**src/hdl/prpi_pkg.sv**
```systemverilog
// Shared types and constants for the PageRank power-iteration block.
package prpi_pkg;

  // Page count and derived index widths
  localparam int unsigned PAGES  = 4;
  localparam int unsigned IDX_W  = $clog2(PAGES);
  localparam int unsigned ADDR_W = 2 * IDX_W;
  localparam int unsigned CELLS  = PAGES * PAGES;

  // Field widths
  localparam int unsigned VAL_W  = 32;  // Q1.31
  localparam int unsigned ACC_W  = 63;  // Q1.62, holds up to 1.0
  localparam int unsigned PROD_W = 64;  // full product / squared distance
  localparam int unsigned TOL_W  = 63;
  localparam int unsigned PASS_W = 16;
  localparam int unsigned CFG_W  = 63;

  // Fixed-point constants
  localparam logic [VAL_W-1:0] ONE_Q31   = VAL_W'(64'd1 << 31);
  localparam logic [ACC_W-1:0] ONE_Q62   = ACC_W'(64'd1 << 62);
  localparam logic [ACC_W-1:0] HALF_Q31  = ACC_W'(64'd1 << 30);
  localparam logic [VAL_W-1:0] RANK_INIT = VAL_W'((64'd1 << 31) / PAGES);

  // Configuration register reset values
  localparam logic [TOL_W-1:0]  TOL_RST  = '0;
  localparam logic [PASS_W-1:0] PASS_RST = PASS_W'(1000);

  // Configuration register indexes
  typedef enum logic [0:0] {
    REG_TOLERANCE  = 1'b0,
    REG_MAX_PASSES = 1'b1
  } reg_idx_e;

  // Controller states
  typedef enum logic [3:0] {
    ST_IDLE,
    ST_INIT,
    ST_MUL,
    ST_ACC,
    ST_ROUND,
    ST_DSQ,
    ST_DACC,
    ST_CHECK,
    ST_COPY,
    ST_OUT
  } state_e;

  // Commands from controller to datapath
  typedef struct packed {
    logic             init;      // load uniform ranks, clear pass count
    logic             mul_rank;  // product of matrix entry and rank
    logic             mul_dist;  // square of rank difference
    logic             acc_add;   // add product into row sum
    logic             round;     // round row sum into next rank
    logic             dist_add;  // add square into distance sum
    logic             check;     // latch convergence flag
    logic             copy;      // next ranks become previous ranks
    logic [IDX_W-1:0] row;
    logic [IDX_W-1:0] col;
    logic [IDX_W-1:0] out_idx;
  } prpi_cmd_t;

  // Status from datapath to controller
  typedef struct packed {
    logic met;      // distance at or below tolerance
    logic cap_hit;  // pass count reached the cap
  } prpi_sts_t;

endpackage

```
**src/hdl/prpi_dpath.sv**
```systemverilog
// Datapath: link matrix, rank vectors, shared multiplier, sums and config.
module prpi_dpath import prpi_pkg::*; (
  input  logic              clk_i,
  input  logic              rst_ni,
  input  prpi_cmd_t         cmd_i,
  input  logic              load_i,
  input  logic [IDX_W-1:0]  load_row_i,
  input  logic [IDX_W-1:0]  load_col_i,
  input  logic [VAL_W-1:0]  load_value_i,
  input  logic              cfg_we_i,
  input  logic              cfg_idx_i,
  input  logic [CFG_W-1:0]  cfg_data_i,
  output prpi_sts_t         sts_o,
  output logic [VAL_W-1:0]  rank_o,
  output logic              conv_o,
  output logic [PASS_W-1:0] pass_o
);

  logic [VAL_W-1:0]  mat_q  [CELLS];
  logic [VAL_W-1:0]  prev_q [PAGES];
  logic [VAL_W-1:0]  next_q [PAGES];
  logic [PROD_W-1:0] mul_q;
  logic [ACC_W-1:0]  acc_q;
  logic [PROD_W-1:0] dist_q;
  logic [TOL_W-1:0]  tol_q;
  logic [PASS_W-1:0] max_q;
  logic [PASS_W-1:0] pass_q;
  logic              conv_q;

  logic [VAL_W-1:0]  load_clamped;
  logic [VAL_W-1:0]  mul_a, mul_b, diff;
  logic [ACC_W:0]    acc_sum;
  logic [ACC_W-1:0]  acc_d;
  logic [ACC_W-1:0]  rnd_sum;
  logic [VAL_W-1:0]  rnd_val;
  logic [PROD_W:0]   dist_sum;
  logic [PROD_W-1:0] dist_d;
  logic [PASS_W-1:0] cap;
  logic              met;

  // Clamp weights above 1.0
  assign load_clamped = (load_value_i > ONE_Q31) ? ONE_Q31 : load_value_i;

  // Operand select for the shared multiplier
  always_comb begin
    diff = (next_q[cmd_i.row] >= prev_q[cmd_i.row]) ?
           (next_q[cmd_i.row] - prev_q[cmd_i.row]) :
           (prev_q[cmd_i.row] - next_q[cmd_i.row]);
    if (cmd_i.mul_dist) begin
      mul_a = diff;
      mul_b = diff;
    end else begin
      mul_a = mat_q[{cmd_i.row, cmd_i.col}];
      mul_b = prev_q[cmd_i.col];
    end
  end

  // Row sum saturates at 1.0
  always_comb begin
    acc_sum = {1'b0, acc_q} + (ACC_W + 1)'(mul_q);
    acc_d   = (acc_sum > (ACC_W + 1)'(ONE_Q62)) ? ONE_Q62 : acc_sum[ACC_W-1:0];
  end

  // Round half up to Q1.31, saturate at 1.0
  always_comb begin
    rnd_sum = acc_q + HALF_Q31;
    rnd_val = (rnd_sum[ACC_W-1:31] > ONE_Q31) ? ONE_Q31 : rnd_sum[ACC_W-1:31];
  end

  // Distance sum saturates at all ones
  always_comb begin
    dist_sum = {1'b0, dist_q} + {1'b0, mul_q};
    dist_d   = dist_sum[PROD_W] ? '1 : dist_sum[PROD_W-1:0];
  end

  // Stop tests
  assign cap = (max_q == '0) ? PASS_W'(1) : max_q;
  assign met = (dist_q <= {1'b0, tol_q});
  assign sts_o.met     = met;
  assign sts_o.cap_hit = (pass_q >= cap);

  // Payload storage
  always_ff @(posedge clk_i) begin
    if (load_i) begin
      mat_q[{load_row_i, load_col_i}] <= load_clamped;
    end
    if (cmd_i.mul_rank || cmd_i.mul_dist) begin
      mul_q <= PROD_W'(mul_a) * PROD_W'(mul_b);
    end
    if (cmd_i.init || cmd_i.copy || cmd_i.round) begin
      acc_q <= '0;
    end else if (cmd_i.acc_add) begin
      acc_q <= acc_d;
    end
    if (cmd_i.round) begin
      next_q[cmd_i.row] <= rnd_val;
    end
    if (cmd_i.init || cmd_i.copy) begin
      dist_q <= '0;
    end else if (cmd_i.dist_add) begin
      dist_q <= dist_d;
    end
    for (int k = 0; k < PAGES; k++) begin
      if (cmd_i.init) begin
        prev_q[k] <= RANK_INIT;
      end else if (cmd_i.copy) begin
        prev_q[k] <= next_q[k];
      end
    end
  end

  // Config, pass count and convergence flag
  always_ff @(posedge clk_i or negedge rst_ni) begin
    if (!rst_ni) begin
      tol_q  <= TOL_RST;
      max_q  <= PASS_RST;
      pass_q <= '0;
      conv_q <= 1'b0;
    end else begin
      if (cfg_we_i) begin
        unique case (reg_idx_e'(cfg_idx_i))
          REG_TOLERANCE:  tol_q <= cfg_data_i[TOL_W-1:0];
          REG_MAX_PASSES: max_q <= cfg_data_i[PASS_W-1:0];
          default:        ;
        endcase
      end
      if (cmd_i.init) begin
        pass_q <= '0;
      end else if (cmd_i.round && (cmd_i.row == IDX_W'(PAGES - 1))) begin
        pass_q <= pass_q + PASS_W'(1);
      end
      if (cmd_i.check) begin
        conv_q <= met;
      end
    end
  end

  assign rank_o = next_q[cmd_i.out_idx];
  assign conv_o = conv_q;
  assign pass_o = pass_q;

endmodule

```
**src/hdl/prpi_ctrl.sv**
```systemverilog
// Controller: load, iteration sequencing and result delivery.
module prpi_ctrl import prpi_pkg::*; (
  input  logic      clk_i,
  input  logic      rst_ni,
  input  logic      in_valid_i,
  input  logic      in_last_i,
  output logic      in_ready_o,
  output logic      load_o,
  output logic      out_valid_o,
  input  logic      out_ready_i,
  output logic      out_last_o,
  input  prpi_sts_t sts_i,
  output prpi_cmd_t cmd_o
);

  state_e           state_q, state_d;
  logic [IDX_W-1:0] row_q, col_q, out_q;
  logic             row_end, col_end, out_end, in_hs, out_hs;

  localparam logic [IDX_W-1:0] LAST_IDX = IDX_W'(PAGES - 1);

  assign row_end = (row_q == LAST_IDX);
  assign col_end = (col_q == LAST_IDX);
  assign out_end = (out_q == LAST_IDX);
  assign in_hs   = in_valid_i && in_ready_o;
  assign out_hs  = out_valid_o && out_ready_i;

  // Next state
  always_comb begin
    state_d = state_q;
    unique case (state_q)
      ST_IDLE:  if (in_hs && in_last_i) state_d = ST_INIT;
      ST_INIT:  state_d = ST_MUL;
      ST_MUL:   state_d = ST_ACC;
      ST_ACC:   state_d = col_end ? ST_ROUND : ST_MUL;
      ST_ROUND: state_d = row_end ? ST_DSQ : ST_MUL;
      ST_DSQ:   state_d = ST_DACC;
      ST_DACC:  state_d = row_end ? ST_CHECK : ST_DSQ;
      ST_CHECK: state_d = (sts_i.met || sts_i.cap_hit) ? ST_OUT : ST_COPY;
      ST_COPY:  state_d = ST_MUL;
      ST_OUT:   if (out_hs && out_end) state_d = ST_IDLE;
      default:  state_d = ST_IDLE;
    endcase
  end

  // Outputs and commands
  always_comb begin
    cmd_o         = '0;
    cmd_o.row     = row_q;
    cmd_o.col     = col_q;
    cmd_o.out_idx = out_q;
    in_ready_o    = 1'b0;
    out_valid_o   = 1'b0;
    unique case (state_q)
      ST_IDLE:  in_ready_o     = 1'b1;
      ST_INIT:  cmd_o.init     = 1'b1;
      ST_MUL:   cmd_o.mul_rank = 1'b1;
      ST_ACC:   cmd_o.acc_add  = 1'b1;
      ST_ROUND: cmd_o.round    = 1'b1;
      ST_DSQ:   cmd_o.mul_dist = 1'b1;
      ST_DACC:  cmd_o.dist_add = 1'b1;
      ST_CHECK: cmd_o.check    = 1'b1;
      ST_COPY:  cmd_o.copy     = 1'b1;
      ST_OUT:   out_valid_o    = 1'b1;
      default:  ;
    endcase
  end

  assign load_o     = in_hs;
  assign out_last_o = out_end;

  // State and index counters
  always_ff @(posedge clk_i or negedge rst_ni) begin
    if (!rst_ni) begin
      state_q <= ST_IDLE;
      row_q   <= '0;
      col_q   <= '0;
      out_q   <= '0;
    end else begin
      state_q <= state_d;
      unique case (state_q)
        ST_INIT, ST_COPY: begin
          row_q <= '0;
          col_q <= '0;
          out_q <= '0;
        end
        ST_ACC:   col_q <= col_q + IDX_W'(1);
        ST_ROUND: row_q <= row_q + IDX_W'(1);
        ST_DACC:  row_q <= row_q + IDX_W'(1);
        ST_OUT:   if (out_hs) out_q <= out_q + IDX_W'(1);
        default:  ;
      endcase
    end
  end

endmodule

```
**src/hdl/pagerank_power_iteration.sv**
```systemverilog
// Top level of the PageRank power-iteration block over a 4x4 link matrix.
//
//  Channel   Dir  Payload                                    Marker
//  s_axis    in   tdata: entry_row, entry_col, entry_value   tlast: is_last
//  m_axis    out  tdata: rank_index, rank_value, pass_count  tuser: converged, tlast: last_rank
//  cfg       in   index 0: tolerance_squared, 1: max_passes  write enable
//
// Matrix entries load at one transaction per cycle while idle. A transaction with tlast
// starts a run: a setup step, then per pass a multiply and add per matrix entry and a
// rounding per row for the row sums, a square and add per page for the distance, a stop
// test and a ranks copy (not on the final pass), all through one shared 32x32 multiplier.
// Input is held off from the last entry until all PAGES results are taken,
// one per cycle when m_axis_tready stays high.
// Reset is asynchronous, active low; the matrix is not cleared.
module pagerank_power_iteration import prpi_pkg::*; (
  input  logic              clk_i,
  input  logic              rst_ni,
  input  logic              s_axis_tvalid,
  output logic              s_axis_tready,
  input  logic [39:0]       s_axis_tdata,   // entry_row, entry_col, entry_value, pad
  input  logic              s_axis_tlast,
  output logic              m_axis_tvalid,
  input  logic              m_axis_tready,
  output logic [55:0]       m_axis_tdata,   // rank_index, rank_value, pass_count, pad
  output logic [0:0]        m_axis_tuser,   // converged
  output logic              m_axis_tlast,
  input  logic              cfg_we_i,
  input  logic              cfg_idx_i,
  input  logic [CFG_W-1:0]  cfg_data_i
);

  prpi_cmd_t         cmd;
  prpi_sts_t         sts;
  logic              load;
  logic [VAL_W-1:0]  rank;
  logic              conv;
  logic [PASS_W-1:0] pass;
  logic [IDX_W-1:0]  out_idx;

  // Sequencer
  prpi_ctrl u_ctrl (
    .clk_i       (clk_i),
    .rst_ni      (rst_ni),
    .in_valid_i  (s_axis_tvalid),
    .in_last_i   (s_axis_tlast),
    .in_ready_o  (s_axis_tready),
    .load_o      (load),
    .out_valid_o (m_axis_tvalid),
    .out_ready_i (m_axis_tready),
    .out_last_o  (m_axis_tlast),
    .sts_i       (sts),
    .cmd_o       (cmd)
  );

  // Arithmetic and storage
  prpi_dpath u_dpath (
    .clk_i        (clk_i),
    .rst_ni       (rst_ni),
    .cmd_i        (cmd),
    .load_i       (load),
    .load_row_i   (s_axis_tdata[1:0]),
    .load_col_i   (s_axis_tdata[3:2]),
    .load_value_i (s_axis_tdata[35:4]),
    .cfg_we_i     (cfg_we_i),
    .cfg_idx_i    (cfg_idx_i),
    .cfg_data_i   (cfg_data_i),
    .sts_o        (sts),
    .rank_o       (rank),
    .conv_o       (conv),
    .pass_o       (pass)
  );

  // Result packing
  assign out_idx         = cmd.out_idx;
  assign m_axis_tdata    = {6'd0, pass, rank, out_idx};
  assign m_axis_tuser[0] = conv;

  // Input and output never open at once
  assert property (@(posedge clk_i) disable iff (!rst_ni)
    !(s_axis_tready && m_axis_tvalid))
    else $error("input accepted while results pending");

  // A last entry closes the input until the run is delivered
  assert property (@(posedge clk_i) disable iff (!rst_ni)
    s_axis_tvalid && s_axis_tready && s_axis_tlast |=> !s_axis_tready)
    else $error("input still open after run start");

  // Final result carries the last page index
  assert property (@(posedge clk_i) disable iff (!rst_ni)
    m_axis_tvalid && m_axis_tlast |-> m_axis_tdata[1:0] == IDX_W'(PAGES - 1))
    else $error("last result on wrong page");

  // Every reported run made at least one pass
  assert property (@(posedge clk_i) disable iff (!rst_ni)
    m_axis_tvalid |-> m_axis_tdata[49:34] != '0)
    else $error("result with zero passes");

endmodule
```
**config.mk**
```make
export PLATFORM = sky130hd
export DESIGN_NAME = pagerank_power_iteration
export DESIGN_NICKNAME = d
export VERILOG_FILES = /design/src/hdl/prpi_pkg.sv /design/src/hdl/prpi_dpath.sv /design/src/hdl/prpi_ctrl.sv /design/src/hdl/pagerank_power_iteration.sv
export SDC_FILE = /design/constraint.sdc
export NUM_CORES = 2
export LEC_CHECK = 0
export BUFFER_PORTS_ARGS = -buffer_cell sky130_fd_sc_hd__buf_2
export CELL_PAD_IN_SITES_DETAIL_PLACEMENT = 0
export CELL_PAD_IN_SITES_GLOBAL_PLACEMENT = 1
export CORE_MARGIN = 2
export CORE_UTILIZATION = 54
export CTS_BUF_LIST = sky130_fd_sc_hd__clkbuf_4
export CTS_CLUSTER_DIAMETER = 200
export CTS_CLUSTER_SIZE = 25
export DETAILED_ROUTE_END_ITERATION = 10
export MAX_ROUTING_LAYER = met4
export PLACE_DENSITY = 0.94
export SLEW_MARGIN = 15
export SYNTH_ARGS = -nofsm -noshare
export SYNTH_HDL_FRONTEND = slang
export SYNTH_SLANG_ARGS = --single-unit
```
**constraint.sdc**
```tcl
create_clock -name clk_i -period 14.39 [get_ports clk_i]
set_clock_uncertainty 0.15 [all_clocks]
set_input_delay 0.7195 -clock clk_i [delete_from_list [all_inputs] [get_ports clk_i]]
set_output_delay 0.7195 -clock clk_i [all_outputs]
set_load 0.02 [all_outputs]
```
[After elaboration in Yosys (flattened, before gate mapping)]
Memory sizes are Yosys's and may differ from the RTL's.
Index checks and enable logic that the tools add are counted.
Cells by class
  multiply operators: 1
  $add $sub $neg: 9
  magnitude comparators: 6
  bitwise operators: 5
  divide/modulo/power cells: 0
  reduce and logical (&&, ||, !) cells: 21
  shift operators: 0
  equality and inequality tests: 15
  mux-type cells: 44
Operators with widths (count)
  2-to-1 mux 32 bit: 9
  adder 64 x 64 -> 65 bit: 1
  adder 63 x 64 -> 64 bit: 1
  greater-than comparator 32 bit, second input constant: 2
  greater-than comparator 64 x 63 -> 1 bit, second input constant: 1
  less-or-equal comparator 64 x 63 -> 1 bit: 1
  multiplier 32 x 32 -> 64 bit: 1
  2-to-1 mux 64 bit: 1
  subtractor 32 bit: 2
  adder 63 x 31 -> 63 bit, second input constant: 1
  2-to-1 mux 63 bit: 1
  2-to-1 mux 16 bit: 3
  case mux 4 bit (9 select lines): 1
  greater-or-equal comparator 32 bit: 1
  2-to-1 mux 1 bit: 20
  adder 16 x 1 -> 16 bit, second input constant: 1
  == test 4 x 3 -> 1 bit, second input constant: 4
  greater-or-equal comparator 16 bit: 1
  logical NOT 16 bit: 1
  case mux 2 bit (2 select lines): 3
  == test 4 x 2 -> 1 bit, second input constant: 2
  == test 4 bit, second input constant: 2
  2-to-1 mux 4 bit: 2
  AND reduction 2 bit: 4
  13 further kinds: 35
Word-level totals
  bits of input ports: 110
  latch bits: 0
  bits in read-only memories: 0
  memories kept: 3
  bits in writable memories: 768
  bits in registers: 297
Memory list
  u_dpath.mat_q: depth 16, width 32, rd ports 1, clocked after memory_dff 0, write ports 1, line prpi_dpath.sv:19  | logic [VAL_W-1:0] mat_q [CELLS];
  u_dpath.next_q: depth 4, width 32, rd ports 6, clocked after memory_dff 0, write ports 1, line prpi_dpath.sv:21  | logic [VAL_W-1:0] next_q [PAGES];
  u_dpath.prev_q: depth 4, width 32, rd ports 2, clocked after memory_dff 0, write ports 4, line prpi_dpath.sv:20  | logic [VAL_W-1:0] prev_q [PAGES];

[Logic depth before layout (Yosys ltp)]
  word-level depth: 6
  depth in mapped cells: 52

[By module]
Synthesis repeated with hierarchy kept, for this count alone.
Unflattened totals
  cells, all modules: 8338
  area, all modules: 89787.4 um2
By module, submodules not included
  prpi_dpath: cells each 8252, times used 1, area each 89010.4 um2
  prpi_ctrl: cells each 79, times used 1, area each 728.2 um2
  pagerank_power_iteration: cells each 7, times used 1, area each 48.8 um2

[Least setup slack after synthesis]
OpenSTA, ideal clock, no wires.
  path type: register to register
  start: reg u_ctrl.row_q[0]
  end: reg u_dpath.mul_q[56] (data pin)
  arrival: 12337 ps
  period minus slack after synthesis: 12749 ps
  setup slack: 1641 ps
  cell stages (with the launch flop): 42
  buffers on the path: 6
  cells stage by stage: dfrtp_1 clkbuf_1 clkbuf_1 buf_1 mux4_2 ha_1 a21oi_1 o21ba_2 o211ai_2 or4_4 or3_1 a31oi_4 buf_4 mux2i_1 nor3_2 a211oi_2 xnor2_2 a21oi_2 (+6 left out) fa_1 fa_1 fa_1 fa_1 fa_1 fa_1 ha_1 clkbuf_1 a21oi_1 nor2b_1 o21ai_0 nand2b_1 a2111o_1 or4b_2 o21ai_0 o21bai_1 a311oi_1 xnor2_1
Between the ends
  cells in the longest elaborated chain, start to end: 5
  elaborated cells between the ends (all ways): 10
Ends and longest elaborated chain
  from (decl): line prpi_ctrl.sv:17  | logic [IDX_W-1:0] row_q, col_q, out_q;
  from (signal assigned): line prpi_ctrl.sv:88  | ST_ROUND: row_q <= row_q + IDX_W'(1);
  from (signal assigned): line prpi_ctrl.sv:89  | ST_DACC: row_q <= row_q + IDX_W'(1);
  memory (4 x 32 bit) (on tied branches)
  subtractor 32 bit (tied with other cells): line prpi_dpath.sv:48  | (prev_q[cmd_i.row] - next_q[cmd_i.row]);
  2-to-1 mux 32 bit: line prpi_dpath.sv:46  | diff = (next_q[cmd_i.row] >= prev_q[cmd_i.row]) ?
  2-to-1 mux 32 bit: line prpi_dpath.sv:49  | if (cmd_i.mul_dist) begin
  multiplier 32 x 32 -> 64 bit *: line prpi_dpath.sv:88  | mul_q <= PROD_W'(mul_a) * PROD_W'(mul_b);
  to (signal assigned): line prpi_dpath.sv:88
  to (decl): line prpi_dpath.sv:22  | logic [PROD_W-1:0] mul_q;
Mark *: on every way between the ends. The rest lies on a longest branch, timed or not.
A chain may end at the register's enable or synchronous reset.

[Final worst setup path]
Same ends and word-level chain as after synthesis.

==> impl_metrics.toml <==
[routing]
drt_iter0_markers = 6942
viasPerCell = 6.08
drc = 0
vias = 64100
wl_per_cell_microns = 24.9
routed_wl_microns = 263000
drtAntennaViolNets = 0
firstDrtPassIters = 6

[critical_path]
cpMaxStageDelayCell = "dfrtp_4"
worstSetupPathType = "register to register"
cp-end-kind = "register"
start_kind = "register"
cp_top_family = "adder cells"
path_common_cell = "fa_1"
required_ps = 15160
path_buf_inv = 6
critPathMaxStageDelay_ps = 810
worstPathMaxFanout = 17
worstPathArrival_ps = 14620

[final_layout]
final_core_util = 0.575
stdcell_count = 10500
nNetsFinal = 9879
layout-drive-gt1-share = 0.107
final_cell_mix = "inv_1, fa_1, nand2_1"
final_common_cell = "inv_1"
synthToLayoutAreaGrowth_pct = 5.92

[global_routing]
grt_pass1_wl_microns = 395000
grtUsageTotal = 0.323
grt_max_degree = 132
antenna_found_initial = 10
grt_pass1_vias = 64800
grt_overflow_total = 0

[logic_synthesis]
ys_types = 94
ys_seq_area_frac = 0.342
syn_area_per_cell_sq_um = 10.7
ys.flop_type = "edfxtp_1"
ys_warn_count = 0
netlist_instances = 8246
ys_ff_latch = 1065
async_flop_share = 0.0995
synth_edf_count = 832
synthesis.area_sq_um = 88300

[die]
die_y_microns = 408
ios = 170
rows = 148
initial_core_util = 0.543
coreArea_sq_um = 163000
die_w_microns = 408
die_area_sq_um = 167000

[cts]
clk_pin_slew_ps = 310
cts_resized = 0
clk_latency_ps = 1140
clock-sinks = 1065
cts_buffers = 49
clockBufferDepth = 3
htreeDepth = 2
cts_tree = "done"
clock_tree.root_cell = "clkbuf_4"

[sta]
fmax_mhz = 72.2
fin_setup_tns_ps = 0
slew_headroom = 0.206
setup_viol = 0
finalHoldViolCount = 0
period_share = 0.962
rsz0062_at_grt = "false"
fin_crit_ps = 13850
worst_pin_slew_ps = 1160
slew_violations = 0

[place]
dp_hpwl_microns = 204000
port_buffers = 159
place_inst = 10400
gp_congestion = 1.01

[worst_hold_path]
hp-class = "input pin to register"

[flow_run]
drv_cap = 0

[outcome]
status = "finished, final reports clean"
-- metrics by stage --
step / hold slack [ps] / area, sq um / worst slack, ps
after floorplan: 274 / 88300 / 1640
after detailed placement: 304 / 92100 / 532
after global routing: 64.1 / 93500 / 24.8
after global placement: 289 / 92100 / 714
after CTS: 9.13 / 93500 / 449
final: 94.3 / 93500 / 543
-- cells in the mapped netlist (all sizes together) (34+ instances only) --
library cell  count  share of area
inv            1162          0.049
fa              900           0.20
nand2           874          0.037
edfxtp          832           0.28
nor2            724          0.031
ha              540          0.077
a21oi           379          0.022
o21ai           355          0.020
clkbuf          305          0.013
mux4            277          0.071
and2            251          0.018
a21o            202          0.017
xnor2           158          0.016
buf             128         0.0072
dfxtp           127          0.029
xor2            105          0.010
dfrtp           100          0.028
nand4            77         0.0055
nor3             62         0.0037
nand3            61         0.0035
o21bai           58         0.0049
nand2b           57         0.0040
a31oi            54         0.0040
nor2b            44         0.0031
and3             34         0.0024
-- registers in the layout, indices dropped and copies added, names as in the netlist --
signal and flops:
u_dpath.next_q 128, u_ctrl.state_q 4, u_dpath.conv_o 1, u_dpath.mul_q 64, u_ctrl.out_q 2, u_dpath.tol_q 63, u_dpath.pass_o 16, u_dpath.max_q 16
u_dpath.mat_q 512, u_dpath.acc_q 63, u_dpath.dist_q 64, u_ctrl.col_q 2, u_ctrl.row_q 2, u_dpath.prev_q 128
-- per-layer routing --
layer	wire (microns)	vias up	global-route usage
met3	24400	661	0.0542
met2	121000	3297	0.499
li1	-	27800	-
met4	14700	0	0.149
met1	102000	32300	0.421
met5	0	-	-
-- tightest hold or removal path: stages --
cell and delay (ps):
buf_2 100, nand2_1 80, o21ai_0 80, a22o_1 190
nor2_1 90, a31oi_1 90
-- path summary, 6_finish.rpt --
| path | to | slack, ps | startpoint | cells past startpoint |
|---|---|---|---|---|
| max | u_dpath.mul_q[56] | 540 | u_ctrl.row_q[0] | 39 |
| min | u_ctrl.state_q[0] | 90 | s_axis_tlast | 6 |
| max reg2reg | u_dpath.mul_q[56] | 540 | u_ctrl.row_q[0] | 39 |
| min reg2reg | u_dpath.acc_q[25] | 330 | u_dpath.acc_q[25] | 2 |
| max in group asynchronous | u_dpath.tol_q[4] | 12680 | rst_ni | 4 |
| min in group asynchronous | u_dpath.tol_q[59] | 450 | rst_ni | 4 |
-- layout make-up --
type,instances,area (sq um)
Timing Repair Buffer,460,3350
Clock inverter,3,76.3
Fill cell,13500,69000
Antenna cell,15,37.5
Clock buffer,70,526
Multi-Input combinational cell,5590,52300
Inverter,1163,4370
Tap cell,2175,2720
Sequential cell,1065,30200
-- cells by family after synthesis --
group,synth area share
buffers and inverters,0.0696
multiplexers,0.0753
flip-flops,0.342
other,0.0000425
AND/OR/NAND/NOR,0.115
AO/OA/AOI/OAI,0.0910
adder cells (fa/ha/maj),0.281
XOR/XNOR,0.0263
-- repair_timing --
| action | in CTS | in global routing |
|---|---|---|
| endpoints found under the setup margin | 0 | 6 |
| hold endpoints to repair | 143 | 0 |
| buffers inserted | 0 | 2 |
| hold buffers | 71 | 0 |
Power is left out: the tool's default activity adds up to more than one toggle a clock period on the data nets, which glitch-free logic cannot reach.
